`src/design/ictc_pkg.sv`:
```
package ictc_pkg;

	// byte positions within the IPv4 header
	localparam logic [15:0] POS_IHL       = 16'd0;
	localparam logic [15:0] POS_LEN_HI    = 16'd2;
	localparam logic [15:0] POS_LEN_LO    = 16'd3;
	localparam logic [15:0] POS_HDR_MIN   = 16'd4;   // bytes always taken in
	localparam logic [15:0] POS_PROTO     = 16'd9;
	localparam logic [15:0] POS_IP_CSUM   = 16'd10;
	localparam logic [15:0] POS_IP_CSUM_L = 16'd11;
	localparam logic [15:0] POS_ADDR_ODD0 = 16'd13;  // first odd address byte
	localparam logic [15:0] POS_ADDR_END  = 16'd19;
	localparam logic [15:0] SEG_CSUM_OFS  = 16'd16;  // TCP checksum offset in segment
	localparam logic [15:0] IDX_SAT       = 16'hFFFF;
	localparam logic [3:0]  IHL_MIN       = 4'd5;

	// request queue between front and back
	localparam int QDEPTH = 4;
	localparam int QPTR_W = $clog2(QDEPTH);

	typedef enum logic [1:0] {
		ST_COMPLETE = 2'd0,
		ST_SHORT    = 2'd1,
		ST_BAD_IHL  = 2'd2
	} status_t;

	typedef struct packed {
		logic [7:0] data_byte;
		logic       last;
	} in_item_t;

	typedef struct packed {
		logic [15:0] ip_sum_value;
		logic [15:0] tcp_sum_value;
		logic        ip_ok;
		logic        tcp_ok;
		logic [1:0]  status;
	} out_item_t;

	// one classified byte, as queued for the back end
	typedef struct packed {
		logic [15:0] word;       // completed 16-bit word
		logic        word_ip;
		logic        word_seg;
		logic [15:0] pad_word;   // odd trailing byte, padded low
		logic        pad_ip;
		logic        pad_seg;
		logic [15:0] pseudo;     // pseudo-header term, zero if none
		logic [15:0] len_word;   // TCP length, zero unless last
		logic [7:0]  data_byte;
		logic        rx_ip_hi;
		logic        rx_ip_lo;
		logic        rx_seg_hi;
		logic        rx_seg_lo;
		logic        last;
		logic [1:0]  status;
	} cmd_t;

endpackage

```
`src/design/ipv4_tcp_checksum_check_unit.sv`:
```
// Throughput: one packet byte per cycle while the request queue is not full, with no gap between packets.
// After the edge that takes the last byte, the result passes the queue write, the term fold
// into the back stage register, then the accumulate into the result register.
// Stalls on the result side back up through a four-entry request queue.
// Reset (arst_n low, asynchronous): counters, sums, queue and valid flags clear.
module ipv4_tcp_checksum_check_unit import ictc_pkg::*; (
	input  logic      clk,
	input  logic      arst_n,
	input  logic      byte_valid,
	output logic      byte_ready,
	input  in_item_t  byte_data,
	output logic      res_valid,
	input  logic      res_ready,
	output out_item_t res_data
);

	// front: tracks byte index, IHL, total length and the pending even byte,
	// and turns each byte into a request of ready-made checksum terms
	logic q_push, q_full, q_pop, q_empty;
	cmd_t q_wr, q_rd;

	ictc_front u_front (
		.clk        (clk),
		.arst_n     (arst_n),
		.byte_valid (byte_valid),
		.byte_ready (byte_ready),
		.byte_data  (byte_data),
		.push       (q_push),
		.cmd        (q_wr),
		.full       (q_full)
	);

	// queue decouples byte intake from result delivery
	ictc_fifo u_fifo (
		.clk      (clk),
		.arst_n   (arst_n),
		.push     (q_push),
		.wr_entry (q_wr),
		.full     (q_full),
		.pop      (q_pop),
		.empty    (q_empty),
		.rd_entry (q_rd)
	);

	// back: folds each request's terms, adds them into the ones-complement
	// sums, keeps the received checksums and builds the result on the last byte
	ictc_back u_back (
		.clk       (clk),
		.arst_n    (arst_n),
		.q_empty   (q_empty),
		.q_entry   (q_rd),
		.q_pop     (q_pop),
		.res_valid (res_valid),
		.res_ready (res_ready),
		.res_data  (res_data)
	);

`ifndef SYNTHESIS
	a_no_pop_empty: assert property (@(posedge clk) disable iff (!arst_n)
		q_pop |-> !q_empty)
		else $error("request queue popped while empty");

	a_no_push_full: assert property (@(posedge clk) disable iff (!arst_n)
		q_push |-> !q_full)
		else $error("request queue written while full");

	a_take_when_accepted: assert property (@(posedge clk) disable iff (!arst_n)
		(byte_valid && byte_ready) |-> q_push)
		else $error("accepted byte not queued");
`endif

endmodule

```
`src/design/ictc_front.sv`:
```
module ictc_front import ictc_pkg::*; (
	input  logic     clk,
	input  logic     arst_n,
	input  logic     byte_valid,
	output logic     byte_ready,
	input  in_item_t byte_data,
	output logic     push,
	output cmd_t     cmd,
	input  logic     full
);

	logic [15:0] idx_q, len_q;
	logic [3:0]  hdr_q;
	logic [7:0]  high_q;

	logic [15:0] idx_n, len_n, hb16, chk_pos, pos, cnt_n, counted, pad_pos;
	logic [7:0]  b, high_n;
	logic [3:0]  hdr_n;
	logic        proc, odd, cnt_in, pad;

	assign byte_ready = !full;
	assign push       = byte_valid && !full;

	always_comb begin
		b      = byte_data.data_byte;
		proc   = (idx_q < POS_HDR_MIN) || (idx_q < len_q);
		hdr_n  = (proc && idx_q == POS_IHL) ? b[3:0] : hdr_q;
		len_n  = len_q;
		if (proc && idx_q == POS_LEN_HI) begin
			len_n = {b, 8'h00};
		end
		if (proc && idx_q == POS_LEN_LO) begin
			len_n = {len_q[15:8], b};
		end
		hb16    = {10'd0, hdr_n, 2'b00};
		chk_pos = hb16 + SEG_CSUM_OFS;
		high_n  = (proc && !idx_q[0]) ? b : high_q;
		odd     = proc && idx_q[0];
		pos     = idx_q - 16'd1;

		cmd.word     = {high_q, b};
		cmd.word_ip  = odd && (pos < hb16) && (pos != POS_IP_CSUM);
		cmd.word_seg = odd && !(pos < hb16) && (pos != chk_pos);

		// protocol byte, then source and destination address words
		cmd.pseudo = 16'h0000;
		if (proc && idx_q == POS_PROTO) begin
			cmd.pseudo = {8'h00, b};
		end else if (odd && idx_q >= POS_ADDR_ODD0 && idx_q <= POS_ADDR_END) begin
			cmd.pseudo = {high_q, b};
		end

		idx_n   = (idx_q == IDX_SAT) ? idx_q : idx_q + 16'd1;
		cnt_n   = idx_n;
		cnt_in  = (cnt_n < POS_HDR_MIN) || (cnt_n < len_n);
		counted = cnt_in ? cnt_n : len_n;
		pad     = byte_data.last && counted[0];
		pad_pos = counted - 16'd1;

		cmd.pad_word = {high_n, 8'h00};
		cmd.pad_ip   = pad && (pad_pos < hb16) && (pad_pos != POS_IP_CSUM);
		cmd.pad_seg  = pad && !(pad_pos < hb16) && (pad_pos != chk_pos);
		cmd.len_word = byte_data.last ? (len_n - hb16) : 16'h0000;

		cmd.data_byte = b;
		cmd.rx_ip_hi  = proc && idx_q == POS_IP_CSUM;
		cmd.rx_ip_lo  = proc && idx_q == POS_IP_CSUM_L;
		cmd.rx_seg_hi = proc && idx_q == chk_pos;
		cmd.rx_seg_lo = proc && idx_q == 16'(chk_pos + 16'd1);
		cmd.last      = byte_data.last;

		if (hdr_n < IHL_MIN) begin
			cmd.status = ST_BAD_IHL;
		end else if (cnt_in) begin
			cmd.status = ST_SHORT;
		end else begin
			cmd.status = ST_COMPLETE;
		end
	end

	always_ff @(posedge clk or negedge arst_n) begin
		if (!arst_n) begin
			idx_q  <= '0;
			hdr_q  <= '0;
			len_q  <= '0;
			high_q <= '0;
		end else if (push) begin
			if (byte_data.last) begin
				idx_q  <= '0;
				hdr_q  <= '0;
				len_q  <= '0;
				high_q <= '0;
			end else begin
				idx_q  <= idx_n;
				hdr_q  <= hdr_n;
				len_q  <= len_n;
				high_q <= high_n;
			end
		end
	end

endmodule

```
`src/design/ictc_fifo.sv`:
```
module ictc_fifo import ictc_pkg::*; (
	input  logic clk,
	input  logic arst_n,
	input  logic push,
	input  cmd_t wr_entry,
	output logic full,
	input  logic pop,
	output logic empty,
	output cmd_t rd_entry
);

	cmd_t              mem_q [QDEPTH];
	logic [QPTR_W-1:0] wr_ptr_q, rd_ptr_q;
	logic [QPTR_W:0]   cnt_q;

	assign full     = (cnt_q == (QPTR_W+1)'(QDEPTH));
	assign empty    = (cnt_q == '0);
	assign rd_entry = mem_q[rd_ptr_q];

	always_ff @(posedge clk) begin
		if (push) begin
			mem_q[wr_ptr_q] <= wr_entry;
		end
	end

	always_ff @(posedge clk or negedge arst_n) begin
		if (!arst_n) begin
			wr_ptr_q <= '0;
			rd_ptr_q <= '0;
			cnt_q    <= '0;
		end else begin
			if (push) begin
				wr_ptr_q <= wr_ptr_q + 1'b1;
			end
			if (pop) begin
				rd_ptr_q <= rd_ptr_q + 1'b1;
			end
			if (push && !pop) begin
				cnt_q <= cnt_q + 1'b1;
			end else if (pop && !push) begin
				cnt_q <= cnt_q - 1'b1;
			end
		end
	end

endmodule

```
`src/design/ictc_back.sv`:
```
module ictc_back import ictc_pkg::*; (
	input  logic      clk,
	input  logic      arst_n,
	input  logic      q_empty,
	input  cmd_t      q_entry,
	output logic      q_pop,
	output logic      res_valid,
	input  logic      res_ready,
	output out_item_t res_data
);

	typedef struct packed {
		logic [15:0] ip_term;
		logic [15:0] seg_term;
		logic [7:0]  data_byte;
		logic        rx_ip_hi;
		logic        rx_ip_lo;
		logic        rx_seg_hi;
		logic        rx_seg_lo;
		logic        last;
		logic [1:0]  status;
	} term_t;

	// end-around carry sums; a zero term leaves the sum unchanged
	function automatic logic [15:0] oc_add2(input logic [15:0] a, input logic [15:0] c);
		logic [16:0] s;
		s = {1'b0, a} + {1'b0, c};
		return s[15:0] + {15'd0, s[16]};
	endfunction

	function automatic logic [15:0] oc_add4(input logic [15:0] a, input logic [15:0] c,
			input logic [15:0] d, input logic [15:0] e);
		logic [17:0] s;
		logic [16:0] f;
		s = {2'b00, a} + {2'b00, c} + {2'b00, d} + {2'b00, e};
		f = {1'b0, s[15:0]} + {15'd0, s[17:16]};
		return f[15:0] + {15'd0, f[16]};
	endfunction

	term_t       b1_s1, b1_nx;
	logic        b1_valid_q, b1_go;
	logic [15:0] ip_acc_q, seg_acc_q, rx_ip_q, rx_seg_q;
	logic [15:0] ip_nx, seg_nx, rx_ip_nx, rx_seg_nx, ip_sum, tcp_sum;
	logic        res_valid_q;
	out_item_t   res_q;

	assign b1_go     = b1_valid_q && !(b1_s1.last && res_valid_q && !res_ready);
	assign q_pop     = !q_empty && (!b1_valid_q || b1_go);
	assign res_valid = res_valid_q;
	assign res_data  = res_q;

	always_comb begin
		b1_nx.ip_term  = oc_add2(q_entry.word_ip ? q_entry.word : 16'h0000,
			q_entry.pad_ip ? q_entry.pad_word : 16'h0000);
		b1_nx.seg_term = oc_add4(q_entry.pseudo,
			q_entry.word_seg ? q_entry.word : 16'h0000,
			q_entry.pad_seg ? q_entry.pad_word : 16'h0000,
			q_entry.len_word);
		b1_nx.data_byte = q_entry.data_byte;
		b1_nx.rx_ip_hi  = q_entry.rx_ip_hi;
		b1_nx.rx_ip_lo  = q_entry.rx_ip_lo;
		b1_nx.rx_seg_hi = q_entry.rx_seg_hi;
		b1_nx.rx_seg_lo = q_entry.rx_seg_lo;
		b1_nx.last      = q_entry.last;
		b1_nx.status    = q_entry.status;
	end

	always_comb begin
		ip_nx     = oc_add2(ip_acc_q, b1_s1.ip_term);
		seg_nx    = oc_add2(seg_acc_q, b1_s1.seg_term);
		rx_ip_nx  = rx_ip_q;
		rx_seg_nx = rx_seg_q;
		if (b1_s1.rx_ip_hi) begin
			rx_ip_nx = {b1_s1.data_byte, rx_ip_q[7:0]};
		end
		if (b1_s1.rx_ip_lo) begin
			rx_ip_nx = {rx_ip_q[15:8], b1_s1.data_byte};
		end
		if (b1_s1.rx_seg_hi) begin
			rx_seg_nx = {b1_s1.data_byte, rx_seg_q[7:0]};
		end
		if (b1_s1.rx_seg_lo) begin
			rx_seg_nx = {rx_seg_q[15:8], b1_s1.data_byte};
		end
		ip_sum  = ~ip_nx;
		tcp_sum = ~seg_nx;
	end

	always_ff @(posedge clk) begin
		if (q_pop) begin
			b1_s1 <= b1_nx;
		end
		if (b1_go && b1_s1.last) begin
			res_q.ip_sum_value  <= ip_sum;
			res_q.tcp_sum_value <= tcp_sum;
			res_q.ip_ok         <= (ip_sum == rx_ip_nx);
			res_q.tcp_ok        <= (tcp_sum == rx_seg_nx);
			res_q.status        <= b1_s1.status;
		end
	end

	always_ff @(posedge clk or negedge arst_n) begin
		if (!arst_n) begin
			b1_valid_q  <= 1'b0;
			res_valid_q <= 1'b0;
			ip_acc_q    <= '0;
			seg_acc_q   <= '0;
			rx_ip_q     <= '0;
			rx_seg_q    <= '0;
		end else begin
			if (q_pop) begin
				b1_valid_q <= 1'b1;
			end else if (b1_go) begin
				b1_valid_q <= 1'b0;
			end
			if (b1_go && b1_s1.last) begin
				res_valid_q <= 1'b1;
			end else if (res_ready) begin
				res_valid_q <= 1'b0;
			end
			if (b1_go) begin
				if (b1_s1.last) begin
					ip_acc_q  <= '0;
					seg_acc_q <= '0;
					rx_ip_q   <= '0;
					rx_seg_q  <= '0;
				end else begin
					ip_acc_q  <= ip_nx;
					seg_acc_q <= seg_nx;
					rx_ip_q   <= rx_ip_nx;
					rx_seg_q  <= rx_seg_nx;
				end
			end
		end
	end

endmodule
```
`config.mk`:
```
export PLATFORM = sky130hd
export DESIGN_NAME = ipv4_tcp_checksum_check_unit
export DESIGN_NICKNAME = d
export VERILOG_FILES = /design/src/design/ictc_pkg.sv /design/src/design/ipv4_tcp_checksum_check_unit.sv /design/src/design/ictc_front.sv /design/src/design/ictc_fifo.sv /design/src/design/ictc_back.sv
export SDC_FILE = /design/constraint.sdc
export NUM_CORES = 1
export LEC_CHECK = 0
export BUFFER_PORTS_ARGS = -buffer_cell sky130_fd_sc_hd__buf_2
export CAP_MARGIN = 20
export CORE_AREA = 2 2 263 161
export DETAILED_ROUTE_END_ITERATION = 8
export DIE_AREA = 0 0 265 163
export GPL_ROUTABILITY_DRIVEN = 1
export PLACE_DENSITY = 0.82
export SLEW_MARGIN = 0
export SYNTH_ARGS = -nofsm -noshare
export SYNTH_HDL_FRONTEND = slang
export SYNTH_SLANG_ARGS = --single-unit
```
`constraint.sdc`:
```
create_clock -name clk -period 26.3 [get_ports clk]
set_input_delay 5.26 -clock clk [delete_from_list [all_inputs] [get_ports clk]]
set_output_delay 5.26 -clock clk [all_outputs]
set_load 0.03 [all_outputs]
```
==> flow_metrics.env, run 1 <==
export IMPL_worstPathMaxFanout=36
export IMPL_hold_viol=0
export IMPL_ff2ff_path_depth=41
export IMPL_syn_area_per_cell_um2=12.1
export IMPL_cp_num_cells=41
export IMPL_hpwl_um=47100
export IMPL_r2r_end="u_back.b1_s1[30]"
export IMPL_grt_first_pass_wirelength_um=104000
export IMPL_critPathBufInv=3
export IMPL_cp_required_ns=26.60
export IMPL_synth_async_reset_ratio_pct=25.0
export IMPL_cts_root_buffer="clkbuf_16"
export IMPL_tns_ns=0
export IMPL_drt_iter0_drc=2583
export IMPL_r2r_start="u_fifo.rd_ptr_q[0]"
export IMPL_fmax_ghz=0.0883
export IMPL_gr_usage_met1_pct=47.6
export IMPL_grt_util_all_layers_pct=31.5
export IMPL_slew_headroom_pct=27.3
export IMPL_nNetsFinal=2361
export IMPL_crit_path_max_incr_delay_ns=0.88
export IMPL_layout_drive_gt1_share_pct=13.3
export IMPL_clock_sinks=468
export IMPL_netlist_instances=2161
export IMPL_worstPathArrival_ns=11.63
export IMPL_hold_buffers=0
export IMPL_vias_per_cell=6.62
export IMPL_synthFlopType="edfxtp_1"
export IMPL_die_area_um2=43200
export IMPL_cts_tree="built"
export IMPL_r2r_slack_ns=14.98
export IMPL_cp_endpoint="u_back.b1_s1[30]"
export IMPL_ys_warn_count=0
export IMPL_ys_ff_latch=468
export IMPL_start_kind="register"
export IMPL_final_cell_mix="edfxtp_1, nand2_1, ha_1"
export IMPL_wirelength_um=67300
export IMPL_crit_family="compound AO/OA/AOI/OAI gates"
export IMPL_synth_area_um2=26200
export IMPL_die_h_um=163
export IMPL_htree_levels=2
export IMPL_outcome="finished, final reports clean"
export IMPL_cts_reportedPaths_clkPinSlew_ns=0.07
export IMPL_post_cts_resized=0
export IMPL_grt_max_degree=72
export IMPL_grt_pass1_vias=17500
export IMPL_post_cts_setup_buffers=0
export IMPL_synth_cell_type_count=105
export IMPL_seq_area_frac_synth_pct=51.4
export IMPL_critPathSlowestCell="dfrtp_4"
export IMPL_worst_hold_path_type="register to register"
export IMPL_num_vias=18300
export IMPL_antenna_found_initial=5
export IMPL_clk_path_buf_depth=3
export IMPL_busiest_layer="met1"
export IMPL_drv_cap=0
export IMPL_ant_nets=0
export IMPL_setup_viol=0
export IMPL_cp_end_kind="register"
export IMPL_syn_num_nets=2333
export IMPL_layout_worst_path_cycle_share_pct=43.1
export IMPL_rows=58
export IMPL_numCtsBuffers=44
export IMPL_port_buffer_count=50
export IMPL_criticalPathCategory="register to register"
export IMPL_tightestPinTransition_ns=1.09
export IMPL_globalplace_congestion=0.969
export IMPL_mostFrequentLayoutCell="edfxtp_1"
export IMPL_crit_path_start="u_fifo.rd_ptr_q[0]"
export IMPL_die_w_um=265
export IMPL_clock_latency_ns=0.58
export IMPL_grt_overflow_total=0
export IMPL_synth_edf_count=351
export IMPL_fin_crit_ns=11.32
export IMPL_grt_setup_unrepaired="no"
export IMPL_grt_use_met2_pct=45.2
export IMPL_ios=51
export IMPL_fin_worst_skew_ns=0.0289
export IMPL_use_met3_pct=9.92
export IMPL_start_util_pct=63.8
export IMPL_area_delta_synth_final_pct=8.56
export IMPL_diodes=0
export IMPL_drv_slew=0
export IMPL_core_area_um2=41100
export IMPL_firstDrtPassIters=8
export IMPL_drc=0
export IMPL_wl_per_cell_um=24.3
## sequential cells by signal (all words and copies together), names as in the netlist
register and count:
u_fifo.mem_q 268, u_back.b1_s1 47, u_back.res_data 36, u_back.ip_acc_q 16
u_back.rx_ip_q 16, u_back.rx_seg_q 16, u_back.seg_acc_q 16, u_front.idx_q 16
u_front.len_q 16, u_front.high_q 8, u_front.hdr_q 4, u_fifo.cnt_q 3
u_fifo.rd_ptr_q 2, u_fifo.wr_ptr_q 2, u_back.b1_valid_q 1, u_back.res_valid 1
## Yosys cell counts (16+ instances only)
cell	n	area, um^2
a22oi_1	17	128
nor2b_1	32	200
mux4_2	68	1530
dfrtp_1	117	2930
o21ai_0	118	591
mux2i_1	32	320
edfxtp_1	351	10500
clkbuf_1	52	195
fa_1	16	320
xor2_1	67	587
and2_1	66	413
ha_1	143	1790
nor3_1	48	240
a21o_1	41	308
a21oi_1	91	455
and3_1	24	150
buf_1	17	63.8
nand4_1	21	131
inv_1	92	345
xnor2_1	120	1050
nor2_1	92	345
nand3_1	42	210
nand2_1	163	612
## worst min path at each step
stage | start | end | slack, ns | depth (start not counted)
2_1_floorplan | u_back.b1_s1[0] | u_back.res_data[0] | 0.40 | 0
5_1_grt | u_back.b1_s1[1] | u_back.res_data[1] | 0.44 | 0
3_5_place_dp | u_back.b1_s1[1] | u_back.res_data[1] | 0.41 | 0
6_report | u_back.b1_s1[1] | u_back.res_data[1] | 0.43 | 0
3_3_place_gp | u_back.b1_s1[1] | u_back.res_data[1] | 0.42 | 0
4_1_cts | u_back.b1_s1[1] | u_back.res_data[1] | 0.43 | 0
## layout make-up
| cell class | instances | area, um^2 |
|---|---|---|
| Inverter | 94 | 353 |
| Tap cell | 540 | 676 |
| Fill cell | 2843 | 12600 |
| Multi-Input combinational cell | 1513 | 12000 |
| Sequential cell | 468 | 13500 |
| Clock inverter | 23 | 243 |
| Timing Repair Buffer | 68 | 435 |
| Clock buffer | 58 | 1250 |
## per-stage QoR
step           std cells  cell area, um^2  worst slack, ns  hold WS, ns  utilization [%]
3_3_place_gp        2680            26900            15.61        0.416             65.5
3_5_place_dp        2681            26900            15.23        0.412             65.5
6_report            2764            28500            14.98        0.432             69.3
4_1_cts             2762            28400            15.16        0.434             69.2
2_1_floorplan       2161            26200            16.27        0.400                -
5_1_grt             2764            28500            14.08        0.438             69.3
## metal layers
metal  wire, um  up-vias
li1           -     8148
met1      29200     9098
met2      28600      963
met3       8480       98
met4        989        0
met5          0        -
## worst reg2reg max path, delay by kind of cell (launching register included)
family	cells	cell delay, ns
mux	1	0.74
simple gates	10	2.63
flops	1	0.88
buf+inv	3	0.83
compound gates	17	3.45
fa+ha+maj	7	2.08
xor+xnor	3	0.47
## kinds of logic after synthesis
logic type / share of synthesized area (%)
buffers and inverters: 2.91
AND/OR/NAND/NOR: 12.8
AO/OA/AOI/OAI: 11.0
multiplexers: 7.59
flip-flops: 51.4
XOR/XNOR: 6.31
adder cells (fa/ha/maj): 8.05
Power of run 1 is not shown: default switching activity piles up to over one toggle a cycle in this logic, so the estimate is an artifact.
==> run 2, diff against run 1 <==
--- a/config.mk
+++ b/config.mk
@@ -7,9 +7,9 @@
 export LEC_CHECK = 0
 export BUFFER_PORTS_ARGS = -buffer_cell sky130_fd_sc_hd__buf_2
 export CAP_MARGIN = 20
-export CORE_AREA = 2 2 263 161
+export CORE_AREA = 2 2 265 162
 export DETAILED_ROUTE_END_ITERATION = 8
-export DIE_AREA = 0 0 265 163
+export DIE_AREA = 0 0 267 164
 export GPL_ROUTABILITY_DRIVEN = 1
 export PLACE_DENSITY = 0.82
 export SLEW_MARGIN = 0
==> constraint.sdc (replaced) <==
create_clock -name clk -period 11.3 [get_ports clk]
set_input_delay 2.26 -clock clk [delete_from_list [all_inputs] [get_ports clk]]
set_output_delay 2.26 -clock clk [all_outputs]
set_load 0.03 [all_outputs]
==> flow_metrics.env, run 2 (synthesized netlist as in run 1, its figures left out) <==
export IMPL_cts_root_buffer="clkbuf_16"
export IMPL_post_cts_setup_buffers=0
export IMPL_layout_drive_gt1_share_pct=13.3
export IMPL_vias_per_cell=6.54
export IMPL_grt_overflow_total=0
export IMPL_wirelength_um=68200
export IMPL_grt_setup_unrepaired="no"
export IMPL_layout_worst_path_cycle_share_pct=90.1
export IMPL_fin_worst_skew_ns=0.0164
export IMPL_crit_path_max_incr_delay_ns=0.73
export IMPL_clk_path_buf_depth=3
export IMPL_post_cts_resized=0
export IMPL_grt_util_all_layers_pct=31.8
export IMPL_grt_first_pass_wirelength_um=105000
export IMPL_die_w_um=267
export IMPL_cts_tree="built"
export IMPL_tightestPinTransition_ns=1.06
export IMPL_firstDrtPassIters=6
export IMPL_worstPathMaxFanout=16
export IMPL_grt_pass1_vias=17500
export IMPL_core_area_um2=41400
export IMPL_ios=51
export IMPL_drc=0
export IMPL_final_cell_mix="edfxtp_1, nand2_1, ha_1"
export IMPL_numCtsBuffers=43
export IMPL_critPathSlowestCell="mux4_2"
export IMPL_die_area_um2=43800
export IMPL_hold_buffers=0
export IMPL_area_delta_synth_final_pct=9.08
export IMPL_wl_per_cell_um=24.4
export IMPL_die_h_um=164
export IMPL_worst_hold_path_type="register to register"
export IMPL_drv_cap=0
export IMPL_antenna_found_initial=2
export IMPL_num_vias=18300
export IMPL_rows=58
export IMPL_cp_required_ns=11.60
export IMPL_clock_sinks=468
export IMPL_fmax_ghz=0.0982
export IMPL_start_util_pct=63.3
export IMPL_hold_viol=0
export IMPL_cp_end_kind="register"
export IMPL_start_kind="register"
export IMPL_largest_register="u_fifo.mem_q"
export IMPL_cts_reportedPaths_clkPinSlew_ns=0.07
export IMPL_grt_max_degree=68
export IMPL_htree_levels=2
export IMPL_slew_headroom_pct=28.8
export IMPL_setup_viol=0
export IMPL_hpwl_um=48100
export IMPL_worstPathArrival_ns=10.48
export IMPL_fin_crit_ns=10.18
export IMPL_port_buffer_count=50
export IMPL_ant_nets=0
export IMPL_clock_latency_ns=0.56
export IMPL_criticalPathCategory="register to register"
export IMPL_nNetsFinal=2366
export IMPL_drv_slew=0
export IMPL_drt_iter0_drc=2685
export IMPL_outcome="finished, final reports clean"
export IMPL_tns_ns=0
export IMPL_r2r_slack_ns=1.12
export IMPL_largest_reg_flops=268
export IMPL_globalplace_congestion=0.946
export IMPL_mostFrequentLayoutCell="edfxtp_1"
==> run 2: worst max-delay path, delay by kind of cell (launching register included) <==
family	cells	cell delay (ns)
buffers and inverters	3	0.31
xor gates and xnor gates	3	0.49
DFF	1	0.58
muxes	1	0.73
AOI/OAI and AO/OA	17	3.32
adders and majority gates	7	2.11
and+or+nand+nor	10	2.37
==> run 2: path summary, 6_finish.rpt <==
check / startpoint / to / depth (start not counted)
hold / removal: u_back.b1_s1[1] / u_back.res_data[1] / 0
hold reg to reg: u_back.b1_s1[1] / u_back.res_data[1] / 0
min in group asynchronous: arst_n / u_front.idx_q[1] / 1
setup reg to reg: u_fifo.rd_ptr_q[0] / u_back.b1_s1[30] / 41
setup / recovery: u_fifo.rd_ptr_q[0] / u_back.b1_s1[30] / 41
max in group asynchronous: arst_n / u_back.rx_ip_q[9] / 2
==> run 2: metal layers <==
metal | wire length, um | vias to the layer above | track usage (%)
li1 | - | 8154 | -
met1 | 29400 | 8995 | 48.7
met2 | 28300 | 1053 | 44.4
met3 | 8890 | 111 | 9.55
met4 | 1540 | 2 | 7.33
met5 | 13 | - | 0
==> run 2: cell type report <==
cell class / instances / area, um^2
Multi-Input combinational cell: 1513 / 12000
Sequential cell: 468 / 13500
Clock inverter: 22 / 307
Fill cell: 2897 / 12800
Antenna cell: 1 / 2.50
Timing Repair Buffer: 74 / 480
Clock buffer: 58 / 1250
Tap cell: 570 / 713
Inverter: 94 / 353
==> run 2: per-stage QoR <==
stage	area (um^2)	cells	utilization, %	hold slack (ns)	setup slack, ns
after floorplan	26200	2161	-	0.400	1.27
after global placement	27000	2715	65.1	0.406	1.67
after detailed placement	27000	2715	65.1	0.405	1.42
after CTS	28500	2795	68.8	0.421	1.32
after global routing	28600	2800	69.0	0.441	0.351
final	28600	2800	69.0	0.419	1.12
Power of run 2 is left out for the same reason.
